$ cat src/pcct_pkg.sv
// ----------------------------------------------------------------------------
// pcct_pkg: shared types and constants of the per-CPU compare timer
// Field widths, item modes, register selects and MMIO offsets.
// ----------------------------------------------------------------------------
package pcct_pkg;

    localparam int MAX_CPUS_DEF = 4;

    localparam int MODE_W   = 3;
    localparam int CPU_W    = 2;
    localparam int REGSEL_W = 2;
    localparam int OFFSET_W = 8;
    localparam int SIZE_W   = 4;
    localparam int DATA_W   = 64;
    localparam int LINES_W  = 4;
    localparam int CFG_W    = 3;

    typedef enum logic [MODE_W-1:0] {
        MODE_TICK       = 3'd0,
        MODE_MMIO_READ  = 3'd1,
        MODE_MMIO_WRITE = 3'd2,
        MODE_SYS_READ   = 3'd3,
        MODE_SYS_WRITE  = 3'd4,
        MODE_CLEAR_IRQ  = 3'd5
    } t_mode;

    typedef enum logic [REGSEL_W-1:0] {
        REG_CTL  = 2'd0,
        REG_CVAL = 2'd1,
        REG_TVAL = 2'd2
    } t_reg_sel;

    localparam logic [OFFSET_W-1:0] OFF_COUNT   = 8'h00;
    localparam logic [OFFSET_W-1:0] OFF_COMPARE = 8'h08;
    localparam logic [OFFSET_W-1:0] OFF_CONTROL = 8'h10;

    localparam logic [SIZE_W-1:0] SIZE_WORD  = 4'd4;
    localparam logic [SIZE_W-1:0] SIZE_DWORD = 4'd8;

endpackage

$ cat src/pcct_if.sv
// ----------------------------------------------------------------------------
// pcct interfaces: item and result channels
// Valid/ready channels; a transfer happens when valid and ready are high.
// ----------------------------------------------------------------------------
interface pcct_in_if;
    logic                            valid;
    logic                            ready;
    logic [pcct_pkg::MODE_W-1:0]     mode;
    logic [pcct_pkg::CPU_W-1:0]      cpu_id;
    logic                            channel_select;
    logic [pcct_pkg::REGSEL_W-1:0]   register_select;
    logic [pcct_pkg::OFFSET_W-1:0]   mmio_offset;
    logic [pcct_pkg::SIZE_W-1:0]     access_size;
    logic [pcct_pkg::DATA_W-1:0]     value;

    modport source (
        output valid, mode, cpu_id, channel_select, register_select,
               mmio_offset, access_size, value,
        input  ready
    );
    modport sink (
        input  valid, mode, cpu_id, channel_select, register_select,
               mmio_offset, access_size, value,
        output ready
    );
endinterface

interface pcct_out_if;
    logic                            valid;
    logic                            ready;
    logic [pcct_pkg::DATA_W-1:0]     read_data;
    logic                            mmio_irq;
    logic [pcct_pkg::LINES_W-1:0]    virtual_irq_lines;
    logic [pcct_pkg::LINES_W-1:0]    physical_irq_lines;

    modport source (
        output valid, read_data, mmio_irq, virtual_irq_lines, physical_irq_lines,
        input  ready
    );
    modport sink (
        input  valid, read_data, mmio_irq, virtual_irq_lines, physical_irq_lines,
        output ready
    );
endinterface

$ cat src/per_cpu_compare_timer_top.sv
// ----------------------------------------------------------------------------
// per_cpu_compare_timer_top: 64-bit count, MMIO compare timer, per-CPU channels
// Result: registered; the result of an item is valid in the cycle after its transfer.
// Throughput: one item per cycle; the result register frees in the same cycle
//   it is drained, so input ready is low only while a result waits unread.
// Reset: synchronous, active low; count, compares, flags and control clear,
//   and one CPU is active.
// ----------------------------------------------------------------------------
module per_cpu_compare_timer_top #(
    parameter int MAX_CPUS = pcct_pkg::MAX_CPUS_DEF
) (
    input  logic                          i_clk,
    input  logic                          i_rst_n,
    pcct_in_if.sink                       i_item,
    pcct_out_if.source                    o_result,
    input  logic                          i_cfg_wr_en,
    input  logic [pcct_pkg::CFG_W-1:0]    i_cfg_wr_data
);

    // Two channels per CPU: virtual at even index, physical at odd index.
    localparam int CH_N = 2 * MAX_CPUS;
    localparam int DW   = pcct_pkg::DATA_W;

    // ------------------------------------------------------------------
    // State
    // ------------------------------------------------------------------
    logic [pcct_pkg::CFG_W-1:0] r_cpus;
    logic [DW-1:0]              r_count;
    logic [DW-1:0]              r_mmio_compare;
    logic                       r_mmio_enable;
    logic                       r_mmio_pending;
    logic                       r_mmio_fired;
    logic [DW-1:0]              r_chan_compare [CH_N];
    logic [CH_N-1:0]            r_chan_enable;
    logic [CH_N-1:0]            r_chan_mask;
    logic [CH_N-1:0]            r_chan_pending;

    // Result register
    logic                       r_out_valid;
    logic [DW-1:0]              r_out_read_data;
    logic                       r_out_mmio_irq;
    logic [pcct_pkg::LINES_W-1:0] r_out_virt;
    logic [pcct_pkg::LINES_W-1:0] r_out_phys;

    // Next values
    logic [DW-1:0]              n_count;
    logic [DW-1:0]              n_mmio_compare;
    logic                       n_mmio_enable;
    logic                       n_mmio_pending;
    logic                       n_mmio_fired;
    logic [DW-1:0]              n_chan_compare [CH_N];
    logic [CH_N-1:0]            n_chan_enable;
    logic [CH_N-1:0]            n_chan_mask;
    logic [CH_N-1:0]            n_chan_pending;
    logic [DW-1:0]              n_read_data;
    logic [pcct_pkg::LINES_W-1:0] n_virt;
    logic [pcct_pkg::LINES_W-1:0] n_phys;

    logic                       w_accept;
    logic [pcct_pkg::CFG_W-1:0] w_active;
    logic [CH_N-1:0]            w_act_mask;
    logic [CH_N-1:0]            w_new_act_mask;
    logic [pcct_pkg::CPU_W-1:0] w_cpu;
    logic [CH_N-1:0]            w_sel;
    logic                       w_size_ok;
    logic                       w_update;
    logic                       w_sel_enable;
    logic                       w_sel_mask;
    logic [DW-1:0]              w_sel_compare;
    logic [DW-1:0]              w_tval_ext;

    // Clamp the configured CPU count into 1..MAX_CPUS.
    function automatic logic [pcct_pkg::CFG_W-1:0] clamp_cpus(
        input logic [pcct_pkg::CFG_W-1:0] cfg
    );
        logic [pcct_pkg::CFG_W-1:0] n;
        n = cfg;
        if (cfg == '0) begin
            n = pcct_pkg::CFG_W'(1);
        end else if (32'(cfg) > MAX_CPUS) begin
            n = pcct_pkg::CFG_W'(MAX_CPUS);
        end
        return n;
    endfunction

    // Channels that belong to the first n CPUs.
    function automatic logic [CH_N-1:0] chan_active(
        input logic [pcct_pkg::CFG_W-1:0] n
    );
        logic [CH_N-1:0] m;
        for (int j = 0; j < CH_N; j++) begin
            m[j] = (2 * 32'(n)) > j;
        end
        return m;
    endfunction

    assign w_accept       = i_item.valid && i_item.ready;
    assign i_item.ready   = !r_out_valid || o_result.ready;
    assign w_active       = clamp_cpus(r_cpus);
    assign w_act_mask     = chan_active(w_active);
    assign w_new_act_mask = chan_active(clamp_cpus(i_cfg_wr_data));
    assign w_size_ok      = (i_item.access_size == pcct_pkg::SIZE_WORD) ||
                            (i_item.access_size == pcct_pkg::SIZE_DWORD);
    assign w_tval_ext     = {{32{i_item.value[31]}}, i_item.value[31:0]};

    // Out-of-range CPU indexes land on the last active CPU.
    always_comb begin
        if (pcct_pkg::CFG_W'(i_item.cpu_id) >= w_active) begin
            w_cpu = pcct_pkg::CPU_W'(w_active - pcct_pkg::CFG_W'(1));
        end else begin
            w_cpu = i_item.cpu_id;
        end
    end

    // One-hot channel select and the addressed channel's fields.
    always_comb begin
        w_sel_enable  = 1'b0;
        w_sel_mask    = 1'b0;
        w_sel_compare = '0;
        for (int j = 0; j < CH_N; j++) begin
            w_sel[j] = 32'({w_cpu, i_item.channel_select}) == j;
            if (w_sel[j]) begin
                w_sel_enable  = r_chan_enable[j];
                w_sel_mask    = r_chan_mask[j];
                w_sel_compare = r_chan_compare[j];
            end
        end
    end

    // ------------------------------------------------------------------
    // Item decode and state update: one pass per transfer
    // ------------------------------------------------------------------
    always_comb begin
        n_count        = r_count;
        n_mmio_compare = r_mmio_compare;
        n_mmio_enable  = r_mmio_enable;
        n_mmio_pending = r_mmio_pending;
        n_mmio_fired   = r_mmio_fired;
        n_chan_compare = r_chan_compare;
        n_chan_enable  = r_chan_enable;
        n_chan_mask    = r_chan_mask;
        n_chan_pending = r_chan_pending;
        n_read_data    = '0;
        w_update       = 1'b0;

        unique case (pcct_pkg::t_mode'(i_item.mode))
            pcct_pkg::MODE_TICK: begin
                // advance the count, wrapping
                n_count  = r_count + i_item.value;
                w_update = 1'b1;
            end
            pcct_pkg::MODE_MMIO_READ: begin
                if (w_size_ok) begin
                    priority if (i_item.mmio_offset == pcct_pkg::OFF_COUNT) begin
                        n_read_data = r_count;
                    end else if (i_item.mmio_offset == pcct_pkg::OFF_COMPARE) begin
                        n_read_data = r_mmio_compare;
                    end else if (i_item.mmio_offset == pcct_pkg::OFF_CONTROL) begin
                        n_read_data = {62'd0, r_mmio_pending, r_mmio_enable};
                    end else begin
                        n_read_data = '0;
                    end
                end
            end
            pcct_pkg::MODE_MMIO_WRITE: begin
                if (w_size_ok && i_item.mmio_offset == pcct_pkg::OFF_COMPARE) begin
                    n_mmio_compare = i_item.value;
                    n_mmio_pending = 1'b0;
                    n_mmio_fired   = 1'b0;
                    w_update       = 1'b1;
                end else if (w_size_ok && i_item.mmio_offset == pcct_pkg::OFF_CONTROL) begin
                    n_mmio_enable = i_item.value[0];
                    if (!i_item.value[0]) begin
                        n_mmio_pending = 1'b0;
                        n_mmio_fired   = 1'b0;
                    end
                    if (i_item.value[1]) begin
                        n_mmio_pending = 1'b0;
                    end
                    w_update = 1'b1;
                end
            end
            pcct_pkg::MODE_SYS_READ: begin
                unique case (pcct_pkg::t_reg_sel'(i_item.register_select))
                    pcct_pkg::REG_CTL: begin
                        n_read_data = {61'd0,
                                       w_sel_enable && (r_count >= w_sel_compare),
                                       w_sel_mask, w_sel_enable};
                    end
                    pcct_pkg::REG_CVAL: begin
                        n_read_data = w_sel_compare;
                    end
                    pcct_pkg::REG_TVAL: begin
                        n_read_data = {32'd0, 32'(w_sel_compare - r_count)};
                    end
                    default: begin
                        n_read_data = '0;
                    end
                endcase
            end
            pcct_pkg::MODE_SYS_WRITE: begin
                for (int j = 0; j < CH_N; j++) begin
                    if (w_sel[j]) begin
                        unique case (pcct_pkg::t_reg_sel'(i_item.register_select))
                            pcct_pkg::REG_CTL: begin
                                n_chan_enable[j] = i_item.value[0];
                                n_chan_mask[j]   = i_item.value[1];
                            end
                            pcct_pkg::REG_CVAL: begin
                                n_chan_compare[j] = i_item.value;
                            end
                            pcct_pkg::REG_TVAL: begin
                                n_chan_compare[j] = r_count + w_tval_ext;
                            end
                            default: begin
                                n_chan_compare[j] = r_chan_compare[j];
                            end
                        endcase
                    end
                end
                w_update = (i_item.register_select == pcct_pkg::REG_CTL) ||
                           (i_item.register_select == pcct_pkg::REG_CVAL) ||
                           (i_item.register_select == pcct_pkg::REG_TVAL);
            end
            pcct_pkg::MODE_CLEAR_IRQ: begin
                // drop the level until the next recompute
                n_chan_pending = r_chan_pending & ~w_sel;
            end
            default: begin
                n_read_data = '0;
            end
        endcase

        // Recompute levels after ticks and writes.
        if (w_update) begin
            if (n_mmio_enable && !n_mmio_pending && !n_mmio_fired &&
                (n_count >= n_mmio_compare)) begin
                n_mmio_pending = 1'b1;
                n_mmio_fired   = 1'b1;
            end
            for (int j = 0; j < CH_N; j++) begin
                if (w_act_mask[j]) begin
                    n_chan_pending[j] = n_chan_enable[j] && !n_chan_mask[j] &&
                                        (n_count >= n_chan_compare[j]);
                end
            end
        end
    end

    // Interrupt lines for the first four CPUs, masked to active ones.
    for (genvar g = 0; g < pcct_pkg::LINES_W; g++) begin : g_lines
        if (g < MAX_CPUS) begin : g_used
            assign n_virt[g] = n_chan_pending[2*g]     && w_act_mask[2*g];
            assign n_phys[g] = n_chan_pending[2*g + 1] && w_act_mask[2*g + 1];
        end else begin : g_unused
            assign n_virt[g] = 1'b0;
            assign n_phys[g] = 1'b0;
        end
    end

    // ------------------------------------------------------------------
    // State registers
    // ------------------------------------------------------------------
    always_ff @(posedge i_clk) begin
        if (!i_rst_n) begin
            r_cpus         <= pcct_pkg::CFG_W'(1);
            r_count        <= '0;
            r_mmio_compare <= '0;
            r_mmio_enable  <= 1'b0;
            r_mmio_pending <= 1'b0;
            r_mmio_fired   <= 1'b0;
            r_chan_enable  <= '0;
            r_chan_mask    <= '0;
            r_chan_pending <= '0;
            for (int j = 0; j < CH_N; j++) begin
                r_chan_compare[j] <= '0;
            end
        end else if (i_cfg_wr_en) begin
            // zero the channels of CPUs that drop out
            r_cpus         <= i_cfg_wr_data;
            r_chan_enable  <= r_chan_enable  & w_new_act_mask;
            r_chan_mask    <= r_chan_mask    & w_new_act_mask;
            r_chan_pending <= r_chan_pending & w_new_act_mask;
            for (int j = 0; j < CH_N; j++) begin
                if (!w_new_act_mask[j]) begin
                    r_chan_compare[j] <= '0;
                end
            end
        end else if (w_accept) begin
            r_count        <= n_count;
            r_mmio_compare <= n_mmio_compare;
            r_mmio_enable  <= n_mmio_enable;
            r_mmio_pending <= n_mmio_pending;
            r_mmio_fired   <= n_mmio_fired;
            r_chan_compare <= n_chan_compare;
            r_chan_enable  <= n_chan_enable;
            r_chan_mask    <= n_chan_mask;
            r_chan_pending <= n_chan_pending;
        end
    end

    // ------------------------------------------------------------------
    // Result register: load on transfer, hold until taken
    // ------------------------------------------------------------------
    always_ff @(posedge i_clk) begin
        if (!i_rst_n) begin
            r_out_valid <= 1'b0;
        end else if (w_accept) begin
            r_out_valid <= 1'b1;
        end else if (o_result.ready) begin
            r_out_valid <= 1'b0;
        end
    end

    always_ff @(posedge i_clk) begin
        if (w_accept) begin
            r_out_read_data <= n_read_data;
            r_out_mmio_irq  <= n_mmio_pending;
            r_out_virt      <= n_virt;
            r_out_phys      <= n_phys;
        end
    end

    assign o_result.valid              = r_out_valid;
    assign o_result.read_data          = r_out_read_data;
    assign o_result.mmio_irq           = r_out_mmio_irq;
    assign o_result.virtual_irq_lines  = r_out_virt;
    assign o_result.physical_irq_lines = r_out_phys;

`ifndef SYNTHESIS
    // MMIO pending only ever rises together with the one-shot mark.
    a_pending_has_fired: assert property (@(posedge i_clk) disable iff (!i_rst_n)
        r_mmio_pending |-> r_mmio_fired)
        else $error("mmio pending without fired mark");

    // Channels of inactive CPUs never carry a pending level.
    a_inactive_quiet: assert property (@(posedge i_clk) disable iff (!i_rst_n)
        (r_chan_pending & ~w_act_mask) == '0)
        else $error("pending level on an inactive channel");

    // A stalled result blocks new items, so the count holds.
    a_stall_holds_count: assert property (@(posedge i_clk) disable iff (!i_rst_n)
        (r_out_valid && !o_result.ready) |=> $stable(r_count))
        else $error("count moved while the result was stalled");
`endif

endmodule
$ cat src/flat_wrapper.sv
// flat-port wrapper written by rule: the top's interface ports become plain ports
module per_cpu_compare_timer_top_flat 
#(
    parameter int MAX_CPUS = pcct_pkg::MAX_CPUS_DEF
)
  (i_clk, i_rst_n, i_cfg_wr_en, i_cfg_wr_data, i_item_valid, i_item_mode, i_item_cpu_id, i_item_channel_select, i_item_register_select, i_item_mmio_offset, i_item_access_size, i_item_value, i_item_ready, o_result_valid, o_result_read_data, o_result_mmio_irq, o_result_virtual_irq_lines, o_result_physical_irq_lines, o_result_ready);
  pcct_in_if i_item_i ();
  pcct_out_if o_result_i ();
  input  logic i_clk;
  input  logic i_rst_n;
  input  logic i_cfg_wr_en;
  input  logic [pcct_pkg::CFG_W-1:0] i_cfg_wr_data;
  input wire logic [$bits(i_item_i.valid)-1:0] i_item_valid;
  input wire logic [$bits(i_item_i.mode)-1:0] i_item_mode;
  input wire logic [$bits(i_item_i.cpu_id)-1:0] i_item_cpu_id;
  input wire logic [$bits(i_item_i.channel_select)-1:0] i_item_channel_select;
  input wire logic [$bits(i_item_i.register_select)-1:0] i_item_register_select;
  input wire logic [$bits(i_item_i.mmio_offset)-1:0] i_item_mmio_offset;
  input wire logic [$bits(i_item_i.access_size)-1:0] i_item_access_size;
  input wire logic [$bits(i_item_i.value)-1:0] i_item_value;
  output wire logic [$bits(i_item_i.ready)-1:0] i_item_ready;
  output wire logic [$bits(o_result_i.valid)-1:0] o_result_valid;
  output wire logic [$bits(o_result_i.read_data)-1:0] o_result_read_data;
  output wire logic [$bits(o_result_i.mmio_irq)-1:0] o_result_mmio_irq;
  output wire logic [$bits(o_result_i.virtual_irq_lines)-1:0] o_result_virtual_irq_lines;
  output wire logic [$bits(o_result_i.physical_irq_lines)-1:0] o_result_physical_irq_lines;
  input wire logic [$bits(o_result_i.ready)-1:0] o_result_ready;
  assign i_item_i.valid = i_item_valid;
  assign i_item_i.mode = i_item_mode;
  assign i_item_i.cpu_id = i_item_cpu_id;
  assign i_item_i.channel_select = i_item_channel_select;
  assign i_item_i.register_select = i_item_register_select;
  assign i_item_i.mmio_offset = i_item_mmio_offset;
  assign i_item_i.access_size = i_item_access_size;
  assign i_item_i.value = i_item_value;
  assign i_item_ready = i_item_i.ready;
  assign o_result_valid = o_result_i.valid;
  assign o_result_read_data = o_result_i.read_data;
  assign o_result_mmio_irq = o_result_i.mmio_irq;
  assign o_result_virtual_irq_lines = o_result_i.virtual_irq_lines;
  assign o_result_physical_irq_lines = o_result_i.physical_irq_lines;
  assign o_result_i.ready = o_result_ready;
  per_cpu_compare_timer_top #(.MAX_CPUS(MAX_CPUS)) u_core (.i_clk(i_clk), .i_rst_n(i_rst_n), .i_item(i_item_i), .o_result(o_result_i), .i_cfg_wr_en(i_cfg_wr_en), .i_cfg_wr_data(i_cfg_wr_data));
endmodule
$ cat config.mk
export PLATFORM = sky130hd
export DESIGN_NAME = per_cpu_compare_timer_top_flat
export DESIGN_NICKNAME = d
export VERILOG_FILES = /design/src/pcct_pkg.sv /design/src/pcct_if.sv /design/src/per_cpu_compare_timer_top.sv /design/src/flat_wrapper.sv
export SDC_FILE = /design/constraint.sdc
export NUM_CORES = 2
export LEC_CHECK = 0
export ABC_AREA = 1
export ABC_CLOCK_PERIOD_IN_PS = 7900
export BUFFER_PORTS_ARGS = -buffer_cell sky130_fd_sc_hd__buf_2
export CAP_MARGIN = 30
export CORE_MARGIN = 4
export CORE_UTILIZATION = 50
export CTS_CLUSTER_DIAMETER = 50
export CTS_CLUSTER_SIZE = 28
export DETAILED_ROUTE_END_ITERATION = 8
export PLACE_DENSITY = 0.66
export SYNTH_ARGS = -nofsm -noshare
export SYNTH_HDL_FRONTEND = slang
export SYNTH_SLANG_ARGS = --single-unit
$ cat constraint.sdc
create_clock -name i_clk -period 7.9 [get_ports i_clk]
set_input_delay 1.975 -clock i_clk [delete_from_list [all_inputs] [get_ports i_clk]]
set_output_delay 1.975 -clock i_clk [all_outputs]
set_load 0.005 [all_outputs]
* After elaboration in Yosys (flattened, before gate mapping)
Index checks and enable logic that the tools add are counted.
** Word-level totals
- Flip-flop bits (word level) :: 744
- Latch bits :: 0
- Bits in writable memories :: 0
- Bits in read-only memories :: 0
- Bits of input ports :: 92
- Output and inout port bits :: 75
- Logic and storage cells :: 286
- Memories kept :: 0
** Cells by class
- Add/subtract/negate cells :: 4
- Multiply operators :: 0
- Div/mod/pow operators :: 0
- Magnitude comparators :: 29
- Equal/unequal tests :: 26
- Shift operators :: 0
- Muxes and demuxes :: 136
- Bitwise operators :: 6
- Reductions and logical operators :: 63
** Operator list (count)
- $mux 64 :: 30
- $mux 512 :: 3
- $pmux 64 s2 :: 9
- $ge 64x64->1 :: 10
- $pmux 64 s3 :: 1
- $add 64x64->64 :: 2
- $mux 8 :: 10
- $mux 1 :: 76
- $and 8x8->8 :: 4
- $gt 4x3->1 const B :: 8
- $sub 32x32->32 :: 1
- $logic_and 1x1->1 :: 31
- $eq 3x3->1 const B :: 6
- $reduce_and 2->1 :: 9
- $gt 4x1->1 const B :: 4
- $gt 4x2->1 const B :: 4
- $ne 2x2->1 const B :: 8
- $eq 3x2->1 const B :: 4
- $logic_not 3->1 :: 4
- $mux 3 :: 4
- $logic_not 1->1 :: 11
- $eq 8x4->1 const B :: 1
- $eq 8x5->1 const B :: 1
- $logic_not 8->1 :: 1
- 15 further kinds :: 22

* Depth between registers and ports, before layout
- Depth after elaboration :: 18
- Mapped depth :: 36

* Least setup slack after synthesis
OpenSTA, ideal clock, no wires.
- Path kind :: input -> register
- Start :: in i_item_cpu_id[0]
- End :: reg u_core.r_out_read_data[16] (netlist: u_core.o_result.read_data[16]), data pin
- Arrival time :: 5.345 ns
- Path slack :: 2.296 ns
- Stages :: 30
- Buffers on the path :: 2
- Cell sequence :: inv_1 ha_1 inv_1 nand2_1 nand2_1 nand2_2 nand2_2 nand2_2 buf_12 nand3_4 buf_1 o221ai_1 o21ai_1 nand3_1 nand2_1 inv_1 ha_1 nand2_1 inv_1 nand2_1 nand3_1 a21oi_1 o21ai_0 nand2_1 nand2_1 nand2_1 nand2_1 or2_2 nand3_1 nand3_1
** Between the ends
- Longest elaborated chain between the ends :: 14
- Elaborated cells between the ends (all ways) :: 21
- Those cells by class :: 1 x add/sub; 1 x order compare; 7 x eq/ne; 11 x mux; 1 x reduce/logical
** RTL lines
- start, declared :: RTL line flat_wrapper.sv:15 : input wire logic [$bits(i_item_i.cpu_id)-1:0] i_item_cpu_id;
- $ge 2x3->1 :: RTL line per_cpu_compare_timer_top.sv:108 : if (pcct_pkg::CFG_W'(i_item.cpu_id) >= w_active) begin
- $mux 2 (*) :: RTL line per_cpu_compare_timer_top.sv:108
- $logic_not 3->1 :: RTL line per_cpu_compare_timer_top.sv:121 : w_sel[j] = 32'({w_cpu, i_item.channel_select}) == j;
- $mux 64 (7 in a row) :: RTL line per_cpu_compare_timer_top.sv:122 : if (w_sel[j]) begin
- $mux 64 (*) :: RTL line per_cpu_compare_timer_top.sv:122
- $sub 32x32->32 :: RTL line per_cpu_compare_timer_top.sv:194 : n_read_data = {32'd0, 32'(w_sel_compare - r_count)};
- $pmux 64 s3 (*) :: RTL line per_cpu_compare_timer_top.sv:184 : unique case (pcct_pkg::t_reg_sel'(i_item.register_select))
- $pmux 64 s2 (*) :: RTL line per_cpu_compare_timer_top.sv:146 : unique case (pcct_pkg::t_mode'(i_item.mode))
- via u_core.n_read_data[16] :: RTL line per_cpu_compare_timer_top.sv:55 : logic [DW-1:0] n_read_data;
- end signal, assigned :: RTL line per_cpu_compare_timer_top.sv:317 : r_out_read_data <= n_read_data;
- end, declared :: RTL line per_cpu_compare_timer_top.sv:40 : logic [DW-1:0] r_out_read_data;
Mark *: on every way through the listed nets, which the timed path passes. The rest lies on a longest branch.
A chain may end at the register's enable or synchronous reset.

* Final worst setup path
- Start :: in i_item_value[31]
- End :: reg u_core.r_chan_pending[7]
** Between the ends
- Longest elaborated chain between the ends :: 10
- Elaborated cells between the ends (all ways) :: 12
- Those cells by class :: 2 x add/sub; 1 x order compare; 8 x mux; 1 x reduce/logical
** RTL lines
- start, declared :: RTL line flat_wrapper.sv:20 : input wire logic [$bits(i_item_i.value)-1:0] i_item_value;
- $add 64x64->64 :: RTL line per_cpu_compare_timer_top.sv:213 : n_chan_compare[j] = r_count + w_tval_ext;
- $pmux 64 s2 :: RTL line per_cpu_compare_timer_top.sv:204 : unique case (pcct_pkg::t_reg_sel'(i_item.register_select))
- $mux 64 :: RTL line per_cpu_compare_timer_top.sv:203 : if (w_sel[j]) begin
- $mux 512 :: RTL line per_cpu_compare_timer_top.sv:146
- $ge 64x64->1 (*) :: RTL line per_cpu_compare_timer_top.sv:244 : (n_count >= n_chan_compare[j]);
- $logic_and 1x1->1 (*) :: RTL line per_cpu_compare_timer_top.sv:243 : n_chan_pending[j] = n_chan_enable[j] && !n_chan_mask[j] &&
- $mux 1 (*) :: RTL line per_cpu_compare_timer_top.sv:242 : if (w_act_mask[j]) begin
- $mux 8 (*) :: RTL line per_cpu_compare_timer_top.sv:235 : if (w_update) begin
- $mux 8 (*) :: RTL line per_cpu_compare_timer_top.sv:289 : end else if (w_accept) begin
- $mux 8 (*) :: RTL line per_cpu_compare_timer_top.sv:278 : end else if (i_cfg_wr_en) begin
- end signal, assigned :: RTL line per_cpu_compare_timer_top.sv:283 : r_chan_pending <= r_chan_pending & w_new_act_mask;
- end signal, assigned :: RTL line per_cpu_compare_timer_top.sv:298 : r_chan_pending <= n_chan_pending;
- end, declared :: RTL line per_cpu_compare_timer_top.sv:36 : logic [CH_N-1:0] r_chan_pending;
Every way passes the cells marked *; elsewhere a longest branch is shown, timed or not. The select of a mux whose other input is x is not followed.

==> reports/metrics.cfg <==
[power_and_ir_drop]
leakagePower_nw = 34.1
finalPower_mw = 14.3
peakVddDrop_v = 0.000203
power.density_mw_per_mm2 = 195

[global_routing]
grt_pass1_vias = 69900
gr-total-overflow = 0
antenna_found_initial = 16
grt_usage = 0.441
grt_pass1_wl_um = 455000
grt_start_max_net_pins = 236

[die]
core_area_mm2 = 0.131
initial_core_util = 0.503
die_w_um = 372
die_h_um = 372
die_area_mm2 = 0.138
rows = 133
io_pins = 167

[synthesis]
async_flop_share = 0
synthAdderAreaFrac = 0.147
synthesis.area_mm2 = 0.0662
yosysUniqueCellTypes = 59
synthFlopType = dfxtp_1
synth_largest_area_cell = dfxtp_1
syn_avg_cell_area_um2 = 6.29
synth_top_family_by_area = simple AND/OR/NAND/NOR gates
synth_seq_area_share = 0.236
muxShareOfSynthArea = 0.00454
synth_top_area_frac = 0.203
synth_edf_count = 73
synthSimpleGateAreaFrac = 0.319
ys_warn_count = 0
synth_nets = 11400
synthCells = 10500
yosysMostFrequentCell = nand2_1
synth_compound_area_frac = 0.188
synth.area.top_cells = dfxtp_1, nand2_1, ha_1
ys_seq_elements = 744
synth_commonest_cells = nand2_1, inv_1, a21oi_1
synth_xor_area_frac = 0.00688

[timing]
whs_ps = 463
worst_pin_slew_ps = 1490
rsz0062_at_grt = no
maxSlewViolCount = 0
finalCriticalPeriod_ps = 7180
hold_violations = 0
finalCritPeriodShare = 0.909
max_slew_margin = 0.00455
tns_ps = 0
timing.fmax_mhz = 139
setup_slack_ps = 719
setup_viol = 0
finClkSkew_ps = 53.7

[place]
dp_hpwl_um = 242000
gp_congestion = 1.07
pre_cts_ws_ps = 235
dp_cells = 12200
portBuffers = 166
placed_cell_area_mm2 = 0.0691

[final_layout]
fin_cells = 12400
drive_above_1_share = 0.0808
area_delta_synth_final_pct = 10.8
final_nets = 11400
finish.instance_area_mm2 = 0.0733
fin_util = 0.558
fillers = 13200

[worst_setup_path]
worstReg2RegStart = u_core.r_cpus[2]$_SDFFE_PN0P_
path_class = in -> reg
end_kind = flop
start_kind = input port
path_max_fanout = 21
cp-startpoint = i_item_value[31]
worstPathArrival_ps = 7790
cp_data_required_time_ps = 8510

[routing]
drt-initial-drc-count = 11400
vias = 77300
routed_wl_um = 317000
post_drt_wl_per_cell_um = 25.5
drc = 0
firstDrtPassIters = 7
drtAntennaViolNets = 0
vias_per_cell = 6.23

[flow_run]
max_cap_viol_count = 0

[clocking]
cts_tree = yes
cts_resized = 0
root_buffer = clkbuf_16
numCtsBuffers = 118
clk_latency_ps = 780
post_cts_buffers = 0
cts_buffer_depth = 3
htreeDepth = 3
tritoncts_num_sinks = 744
ctsHoldBuffers = 0
clk_pin_slew_ps = 60

[hold_path]
hold_class = reg -> reg
hp-start = u_core.r_chan_compare[379]$_SDFFE_PN0P_

[outcome]
status = completed

## final timing paths
check / end / slack, ps / cells past startpoint
worst min register to register: u_core.r_chan_compare[379]$_SDFFE_PN0P_ / 460 / 2
worst min-delay path: u_core.r_chan_compare[379]$_SDFFE_PN0P_ / 460 / 2
worst max-delay path: u_core.r_chan_pending[7]$_SDFFE_PN0P_ / 720 / 24
worst max register to register: u_core.o_result.read_data[2]$_DFFE_PP_ / 1450 / 32
## cells in the final DEF, fill, tap and decap left out, types with 30 or more instances in the layout
cell and n:
inv_1 1199, nand2_1 2943, o21ai_0 712, dfxtp_1 671, nor2_1 506, o21ai_1 85, nand4_1 129, nor3_1 82
buf_2 166, ha_1 771, or2_2 199, clkbuf_16 119, xor2_1 42, o22ai_1 93, a21oi_1 1110, edfxtp_1 73
mux2i_1 30, nand3_1 977, o211ai_1 174, buf_4 170
## state kept, by name, indices dropped and copies added, names as in the netlist
| register | flops |
|---|---|
| u_core.o_result.mmio_irq | 1 |
| u_core.o_result.physical_irq_lines | 4 |
| u_core.o_result.read_data | 64 |
| u_core.o_result.valid | 1 |
| u_core.o_result.virtual_irq_lines | 4 |
| u_core.r_chan_compare | 512 |
| u_core.r_chan_enable | 8 |
| u_core.r_chan_mask | 8 |
| u_core.r_chan_pending | 8 |
| u_core.r_count | 64 |
| u_core.r_cpus | 3 |
| u_core.r_mmio_compare | 64 |
| u_core.r_mmio_enable | 1 |
| u_core.r_mmio_fired | 1 |
| u_core.r_mmio_pending | 1 |
## routing by layer
layer / part of all wire / wire, um / GRT usage
met1: 0.40 / 126000 / 0.598
met2: 0.41 / 129000 / 0.639
met3: 0.14 / 43700 / 0.123
met4: 0.058 / 18200 / 0.222
met5: 0.00025 / 80 / 0
## cell type report
class / instances / area (um2) / share of cell area
multi-input combinational: 8092 / 44000 / 0.600
sequential: 744 / 15600 / 0.213
inverter: 1227 / 4630 / 0.0631
clock buffer: 134 / 3130 / 0.0427
timing repair buffer: 363 / 2630 / 0.0359
tap: 1755 / 2200 / 0.0299
clock inverter: 90 / 1090 / 0.0149
antenna: 3 / 7.51 / 0.000102
## logic make-up after synthesis
| kind of cell | count (synthesis) |
|---|---|
| XOR/XNOR | 52 |
| buffers and inverters | 1682 |
| AO/OA/AOI/OAI | 2296 |
| adder cells (fa/ha/maj) | 775 |
| multiplexers | 30 |
| AND/OR/NAND/NOR | 4939 |
| flip-flops | 744 |
## report_power, final
group          leakage (nW)  switching, mW  internal [mW]
logic                  25.8           3.29           1.29
clock network          2.06           2.38           3.26
registers              6.19          0.113           3.93
total                  34.1           5.79           8.48
## worst max-delay path, cell delays in order
cell and delay, ps:
buf_2 500, buf_4 250, ha_1 310, nand2_1 130
inv_1 90, nand2_1 140, nor3_1 550, and3_1 280
nand2_1 170, nand3_1 130, nand3_1 610, nand3_1 320
nand2_1 120, ha_1 300, a21oi_1 240, o21ai_0 120
a21oi_1 130, o21ai_0 290, nor2_1 430, nand3_1 320
nand2_1 160, nand2_1 60, nand2_1 60, a21oi_1 80
Note: power is estimated with default switching activity, not from simulation.
